$ cat src/rtl/cfd_pkg.sv
// Package with the shared types and result codes of the COBS frame decoder.
`timescale 1ns / 1ps
package cfd_pkg;

  typedef enum logic [1:0] {
    KIND_DATA  = 2'd0,
    KIND_END   = 2'd1,
    KIND_ABORT = 2'd2
  } cfd_kind_t;

  localparam logic [7:0] CODE_FULL_GROUP = 8'hFF;

  // Byte held in the input register.
  typedef struct packed {
    logic       valid;
    logic [7:0] data;
  } cfd_item_t;

  // Result handed from the decoder to the output register.
  typedef struct packed {
    logic       valid;
    logic [7:0] data;
    cfd_kind_t  kind;
  } cfd_result_t;

endpackage

$ cat src/rtl/cfd_ifs.sv
// Valid/ready channel interfaces for input bytes, results and the marker register.
`timescale 1ns / 1ps

interface cfd_byte_if;
  logic       valid;
  logic       ready;
  logic [7:0] in_byte;
  modport source (output valid, output in_byte, input ready);
  modport sink (input valid, input in_byte, output ready);
endinterface

interface cfd_result_if;
  logic       valid;
  logic       ready;
  logic [7:0] out_byte;
  logic [1:0] out_kind;
  modport source (output valid, output out_byte, output out_kind, input ready);
  modport sink (input valid, input out_byte, input out_kind, output ready);
endinterface

interface cfd_cfg_if;
  logic       valid;
  logic       ready;
  logic [7:0] marker_value;
  modport source (output valid, output marker_value, input ready);
  modport sink (input valid, input marker_value, output ready);
endinterface

$ cat src/rtl/cobs_frame_decoder_top.sv
// A byte taken into the input register is decoded combinationally; its result enters the output register once free.
// Throughput: one encoded byte per cycle while results are not stalled, set by the single decode state update.
// A stalled result lets the input register take one more byte, then holds in_ready low.
// Reset (rst_n low, synchronous) returns to idle awaiting an opening marker, marker 0.
// Top level of the COBS frame decoder.
`timescale 1ns / 1ps
module cobs_frame_decoder_top
  import cfd_pkg::*;
(
  input  logic         clk,
  input  logic         rst_n,
  cfd_byte_if.sink     in_if,
  cfd_result_if.source out_if,
  cfd_cfg_if.sink      cfg_if
);

  cfd_item_t   item;
  cfd_result_t result;
  logic        out_free;
  logic        advance;

  assign advance = item.valid && out_free;

  cfd_in_stage u_in_stage (
    .clk      (clk),
    .rst_n    (rst_n),
    .in_valid (in_if.valid),
    .in_byte  (in_if.in_byte),
    .in_ready (in_if.ready),
    .out_free (out_free),
    .item     (item)
  );

  cfd_decode u_decode (
    .clk     (clk),
    .rst_n   (rst_n),
    .cfg_if  (cfg_if),
    .item    (item),
    .advance (advance),
    .result  (result)
  );

  cfd_out_stage u_out_stage (
    .clk      (clk),
    .rst_n    (rst_n),
    .result   (result),
    .out_free (out_free),
    .out_if   (out_if)
  );

endmodule

$ cat src/rtl/cfd_in_stage.sv
// Input register that captures one encoded byte per transaction.
`timescale 1ns / 1ps
module cfd_in_stage
  import cfd_pkg::*;
(
  input  logic      clk,
  input  logic      rst_n,
  input  logic      in_valid,
  input  logic [7:0] in_byte,
  output logic      in_ready,
  input  logic      out_free,
  output cfd_item_t item
);

  logic       valid_r, valid_nxt;
  logic [7:0] data_r;
  logic       take;

  // The held byte moves on whenever the output register can take its result.
  assign in_ready  = !valid_r || out_free;
  assign take      = in_valid && in_ready;
  assign valid_nxt = take ? 1'b1 : (out_free ? 1'b0 : valid_r);

  always_ff @(posedge clk) begin
    if (!rst_n) begin
      valid_r <= 1'b0;
    end else begin
      valid_r <= valid_nxt;
    end
  end

  always_ff @(posedge clk) begin
    if (take) begin
      data_r <= in_byte;
    end
  end

  assign item.valid = valid_r;
  assign item.data  = data_r;

endmodule

$ cat src/rtl/cfd_decode.sv
// Frame state machine and marker register; decodes one byte per cycle while advance is high.
`timescale 1ns / 1ps
module cfd_decode
  import cfd_pkg::*;
(
  input  logic        clk,
  input  logic        rst_n,
  cfd_cfg_if.sink     cfg_if,
  input  cfd_item_t   item,
  input  logic        advance,
  output cfd_result_t result
);

  typedef enum logic [1:0] {
    PH_IDLE  = 2'd0,
    PH_CODE  = 2'd1,
    PH_GROUP = 2'd2
  } phase_t;

  phase_t     phase_r, phase_nxt;
  logic [7:0] left_r, left_nxt;
  logic       owed_r, owed_nxt;
  logic [7:0] marker_r;
  logic [7:0] b;
  logic [7:0] left_dec;
  logic       is_marker;

  assign cfg_if.ready = 1'b1;

  assign b         = item.data;
  assign is_marker = (b == marker_r);
  assign left_dec  = left_r - 8'd1;

  always_comb begin
    phase_nxt   = phase_r;
    left_nxt    = left_r;
    owed_nxt    = owed_r;
    result.valid = 1'b0;
    result.data  = 8'd0;
    result.kind  = KIND_DATA;
    case (phase_r)
      PH_CODE: begin
        if (is_marker) begin
          phase_nxt    = PH_IDLE;
          left_nxt     = 8'd0;
          owed_nxt     = 1'b0;
          result.valid = 1'b1;
          result.kind  = KIND_END;
        end else if (b == 8'd0) begin
          phase_nxt    = PH_IDLE;
          left_nxt     = 8'd0;
          owed_nxt     = 1'b0;
          result.valid = 1'b1;
          result.kind  = KIND_ABORT;
        end else begin
          left_nxt  = b - 8'd1;
          owed_nxt  = (b != CODE_FULL_GROUP);
          phase_nxt = (b != 8'd1) ? PH_GROUP : PH_CODE;
          // The marker implied by the previous code goes out only now.
          if (owed_r) begin
            result.valid = 1'b1;
            result.data  = marker_r;
          end
        end
      end
      PH_GROUP: begin
        if (is_marker) begin
          phase_nxt    = PH_IDLE;
          left_nxt     = 8'd0;
          owed_nxt     = 1'b0;
          result.valid = 1'b1;
          result.kind  = KIND_ABORT;
        end else begin
          left_nxt     = left_dec;
          phase_nxt    = (left_dec == 8'd0) ? PH_CODE : PH_GROUP;
          result.valid = 1'b1;
          result.data  = b;
        end
      end
      default: begin
        // Idle and the unused phase code both wait for an opening marker.
        phase_nxt = is_marker ? PH_CODE : PH_IDLE;
        left_nxt  = 8'd0;
        owed_nxt  = 1'b0;
      end
    endcase
    if (!advance) begin
      phase_nxt    = phase_r;
      left_nxt     = left_r;
      owed_nxt     = owed_r;
      result.valid = 1'b0;
    end
  end

  always_ff @(posedge clk) begin
    if (!rst_n) begin
      phase_r  <= PH_IDLE;
      left_r   <= 8'd0;
      owed_r   <= 1'b0;
      marker_r <= 8'd0;
    end else begin
      phase_r <= phase_nxt;
      left_r  <= left_nxt;
      owed_r  <= owed_nxt;
      if (cfg_if.valid) begin
        marker_r <= cfg_if.marker_value;
      end
    end
  end

endmodule

$ cat src/rtl/cfd_out_stage.sv
// Output register that holds one result until the sink takes it.
`timescale 1ns / 1ps
module cfd_out_stage
  import cfd_pkg::*;
(
  input  logic          clk,
  input  logic          rst_n,
  input  cfd_result_t   result,
  output logic          out_free,
  cfd_result_if.source  out_if
);

  logic       valid_r, valid_nxt;
  logic [7:0] data_r;
  cfd_kind_t  kind_r;

  assign out_free  = !valid_r || out_if.ready;
  assign valid_nxt = out_free ? result.valid : valid_r;

  always_ff @(posedge clk) begin
    if (!rst_n) begin
      valid_r <= 1'b0;
    end else begin
      valid_r <= valid_nxt;
    end
  end

  always_ff @(posedge clk) begin
    if (out_free && result.valid) begin
      data_r <= result.data;
      kind_r <= result.kind;
    end
  end

  assign out_if.valid    = valid_r;
  assign out_if.out_byte = data_r;
  assign out_if.out_kind = kind_r;

endmodule

$ cat src/flat_wrapper.sv
// flat-port wrapper written by rule: the top's interface ports become plain ports
module cobs_frame_decoder_top_flat import cfd_pkg::*;
  (clk, rst_n, in_if_valid, in_if_in_byte, in_if_ready, out_if_valid, out_if_out_byte, out_if_out_kind, out_if_ready, cfg_if_valid, cfg_if_marker_value, cfg_if_ready);
  cfd_byte_if in_if_i ();
  cfd_result_if out_if_i ();
  cfd_cfg_if cfg_if_i ();
  input  logic clk;
  input  logic rst_n;
  input wire logic [$bits(in_if_i.valid)-1:0] in_if_valid;
  input wire logic [$bits(in_if_i.in_byte)-1:0] in_if_in_byte;
  output wire logic [$bits(in_if_i.ready)-1:0] in_if_ready;
  output wire logic [$bits(out_if_i.valid)-1:0] out_if_valid;
  output wire logic [$bits(out_if_i.out_byte)-1:0] out_if_out_byte;
  output wire logic [$bits(out_if_i.out_kind)-1:0] out_if_out_kind;
  input wire logic [$bits(out_if_i.ready)-1:0] out_if_ready;
  input wire logic [$bits(cfg_if_i.valid)-1:0] cfg_if_valid;
  input wire logic [$bits(cfg_if_i.marker_value)-1:0] cfg_if_marker_value;
  output wire logic [$bits(cfg_if_i.ready)-1:0] cfg_if_ready;
  assign in_if_i.valid = in_if_valid;
  assign in_if_i.in_byte = in_if_in_byte;
  assign in_if_ready = in_if_i.ready;
  assign out_if_valid = out_if_i.valid;
  assign out_if_out_byte = out_if_i.out_byte;
  assign out_if_out_kind = out_if_i.out_kind;
  assign out_if_i.ready = out_if_ready;
  assign cfg_if_i.valid = cfg_if_valid;
  assign cfg_if_i.marker_value = cfg_if_marker_value;
  assign cfg_if_ready = cfg_if_i.ready;
  cobs_frame_decoder_top u_core (.clk(clk), .rst_n(rst_n), .in_if(in_if_i), .out_if(out_if_i), .cfg_if(cfg_if_i));
endmodule
$ cat config.mk
export PLATFORM = sky130hd
export DESIGN_NAME = cobs_frame_decoder_top_flat
export DESIGN_NICKNAME = d
export VERILOG_FILES = /design/src/rtl/cfd_pkg.sv /design/src/rtl/cfd_ifs.sv /design/src/rtl/cobs_frame_decoder_top.sv /design/src/rtl/cfd_in_stage.sv /design/src/rtl/cfd_decode.sv /design/src/rtl/cfd_out_stage.sv /design/src/flat_wrapper.sv
export SDC_FILE = /design/constraint.sdc
export NUM_CORES = 1
export LEC_CHECK = 0
export ABC_AREA = 1
export BUFFER_PORTS_ARGS = -buffer_cell sky130_fd_sc_hd__buf_4
export CAP_MARGIN = 20
export CORE_MARGIN = 5
export CORE_UTILIZATION = 51
export CTS_CLUSTER_SIZE = 16
export DETAILED_ROUTE_END_ITERATION = 10
export PLACE_DENSITY = 0.78
export SLEW_MARGIN = 20
export SYNTH_ARGS = -nofsm -noshare
export SYNTH_HDL_FRONTEND = slang
export SYNTH_SLANG_ARGS = --single-unit
$ cat constraint.sdc
create_clock -name clk -period 1.75 [get_ports clk]
set_input_delay 0 -clock clk [delete_from_list [all_inputs] [get_ports clk]]
set_output_delay 0 -clock clk [all_outputs]
set_load 0.02 [all_outputs]
==> metrics.yaml <==
setup_path:
  path_class: "reg2reg"
  critical-path-top-delay-family: "flip-flops"
  crit_path_cell_trace: "nor2_1 > nand3_1 > buf_4 > o21ai_4 > nor2_2 > nand3_1 > a21oi_1"
  crit_top_cell: "nand3_1"
  cp-end-kind: "flip-flop"
  crit_fanout: 5
  crit_required_ps: 1800
  path_buf_inv: 1
  slowest_stage: "edfxtp_1"
  slowest_delay_ps: 500
  reg2reg_slack_ps: -10
  startpoint_type: "flip-flop"
  arrival_ps: 1810
die:
  rows: 24
  ios: 34
  die-width_microns: 76.7
  core_region_area_sq_mm: 0.00432
  die-height_microns: 76.7
  initial_core_util_pct: 52.5
  dieArea_sq_mm: 0.00589
finish:
  nNetsFinal: 408
  synthToLayoutAreaGrowth_pct: 36.8
  fill_cells: 323
  layout-drive-gt1-share_pct: 30.4
  seqCellArea_sq_um: 961
  stdcell_count: 433
  multiInputGateArea_sq_mm: 0.00122
  final_util_pct: 71.9
  n_antenna_cell: 0
grt:
  grt_max_degree: 17
  grt.overflow.total: 0
  grt_pass1_wl_mm: 9.36
  grt_pass1_vias: 2048
  antenna_found_initial: 0
  grt_usage_pct: 19.4
sta:
  setup_tns_ps: -16.3
  rsz0062_at_grt: "yes"
  period_share_pct: 101
  period_needed_ps: 1760
  clock_skew_ps: 6.05
  hold_violations: 0
  finalWorstSetupSlack_ps: -12.7
  drv_slew: 0
  fmax_mhz: 567
  setup_viol: 2
clock_network:
  cts_tree: "done"
  numCtsBuffers: 5
  cts_buffer_depth: 2
  h-tree-depth: 2
  root_buffer: "clkbuf_8"
  cts.sinks: 39
  clk_pin_slew_ps: 80
  worst_skew_pair.late_latency_ps: 300
drt:
  finalWirelength_mm: 6.15
  drt-initial-drc-count: 304
  num_vias: 2323
  avgViaCountPerCell: 5.36
  first_pass_iters: 5
  drc_errors: 0
  ant_nets: 0
  wire_per_inst_microns: 14.2
power_and_ir_drop:
  total_power_w: 0.00193
  powerDensity_mw_per_mm2: 619
  p_clk_share_pct: 30.2
  internal-power_w: 0.00141
  combinationalPowerShare_pct: 17.1
  p_switching_w: 0.000513
  power_leakage_nw: 1.35
  power_frac_seq_pct: 52.7
  swShare_pct: 26.6
  ir_worst_vdd_mv: 0.616
synth:
  synthFlopType: "dfxtp_1"
  synth_edf_count: 18
  yosys_warnings: 0
  synth_top_area_share_pct: 23.8
  syn_inst: 304
  synth_area_leader_cell: "edfxtp_1"
  synthArstFlopShare_pct: 0
  yosysSeqAreaShare_pct: 42.3
  syn_nets: 332
  ys_ff_latch: 39
  synth_area_leaders: "edfxtp_1, dfxtp_1, nand2_1"
  syn_area_sq_mm: 0.00227
  ys_top_cells_by_count: "nand2_1, a21oi_1, inv_1"
  post-synth-top-count-cell: "nand2_1"
  synth_cell_types: 32
  avgSynthCellArea_sq_um: 7.47
placed_design:
  place_ws_ps: -10.3
  gp_congestion: 0.935
  io_buffers: 32
  placedCellCount: 397
  hpwl_mm: 4.10
status:
  violations: "setup timing"
  status: "finished, violations left"
job:
  maxCapViolCount: 0
hold_path:
  hp-class: "in2reg"
## cell type report
type,instances,area share (%)
clock inverters,2,0.282
multi-input cells,219,39.2
repair inverters,1,0.241
clock buffers,6,2.33
flip-flops and latches,39,30.9
inverters,38,4.67
well taps,52,2.09
repair buffers,76,20.2
## power by group through the flow
stage,Clock [W],Sequential [W],Combinational [W]
5_1_grt,0.000626,0.00102,0.000359
6_report,0.000581,0.00101,0.000330
3_5_place_dp,0,0.00103,0.000236
4_1_cts,0.000583,0.00101,0.000264
2_1_floorplan,0,0.00102,0.000150
3_3_place_gp,0,0.00103,0.000232
## cell usage in the layout (no fill, tap or decap), drive strengths merged
cell / n
nand2: 93
ha: 7
nand3b: 2
clkbuf: 6
edfxtp: 18
nand4: 4
dfxtp: 21
clkinv: 2
nor2: 27
o21ai: 20
conb: 1
buf: 62
clkinvlp: 1
a21oi: 32
nand3: 19
a31oi: 1
or2: 1
dlygate4sd3: 14
xnor2: 2
a211oi: 1
inv: 38
nor3: 3
xor2: 5
and2: 1
## kinds of logic after synthesis
kind of cell,share of synthesized area (%)
buf+inv,8.59
simple gates,30.2
xor+xnor,2.70
other cells,0.165
compound gates,12.2
flops,42.3
fa+ha+maj,3.85
## stage by stage
| step | hold slack, ps | cell area, sq um |
|---|---|---|
| 2_1_floorplan | 98.9 | 2270 |
| 3_3_place_gp | 178 | 2670 |
| 3_5_place_dp | 179 | 2670 |
| 4_1_cts | 5.14 | 2910 |
| 5_1_grt | 10.8 | 3110 |
| 6_report | 3.91 | 3110 |
## worst register-to-register path, cell delays in order, from the launching register on
cell and delay [ps]:
edfxtp_1 500, nor2_1 130, nand3_1 130, buf_4 180, o21ai_4 270, nor2_2 130, nand3_1 100, a21oi_1 70
## sequential cells by signal, summed over array words and instances (netlist names)
signal                              flops
u_core.u_decode.left_r                  8
u_core.u_decode.marker_r                8
u_core.u_in_stage.data_r                8
u_core.u_out_stage.out_if.out_byte      8
u_core.u_decode.phase_r                 2
u_core.u_out_stage.out_if.out_kind      2
u_core.u_decode.owed_r                  1
u_core.u_in_stage.valid_r               1
u_core.u_out_stage.out_if.valid         1
## per-layer routing
layer | up-vias | track usage [%] | routed length, microns
met3 | 18 | 4.10 | 400
met1 | 1072 | 24.4 | 2480
met5 | - | 0 | 0
met2 | 97 | 32.2 | 3110
li1 | 1136 | - | -
met4 | 0 | 8.04 | 153
## final timing paths
check / cells past startpoint / to / from
worst max-delay path: 7 / u_core.u_out_stage.out_if.out_byte[3]$_DFFE_PP_ / u_core.u_in_stage.data_r[5]$_DFFE_PP_
worst min-delay path: 3 / u_core.u_decode.marker_r[5]$_SDFFE_PN0P_ / rst_n
worst max register to register: 7 / u_core.u_out_stage.out_if.out_byte[3]$_DFFE_PP_ / u_core.u_in_stage.data_r[5]$_DFFE_PP_
worst min register to register: 2 / u_core.u_decode.phase_r[0]$_SDFFE_PN0P_ / u_core.u_decode.phase_r[0]$_SDFFE_PN0P_
## timing repair
item / in CTS / in global routing
pin swaps: 0 / 12
endpoints found under the setup margin: 3 / 28
endpoints found under the hold margin: 14 / 0
buffers inserted: 0 / 12
resized for setup: 2 / 31
hold buffers: 14 / 0
gates cloned: 0 / 2
Power figures use the tool's default switching activity.
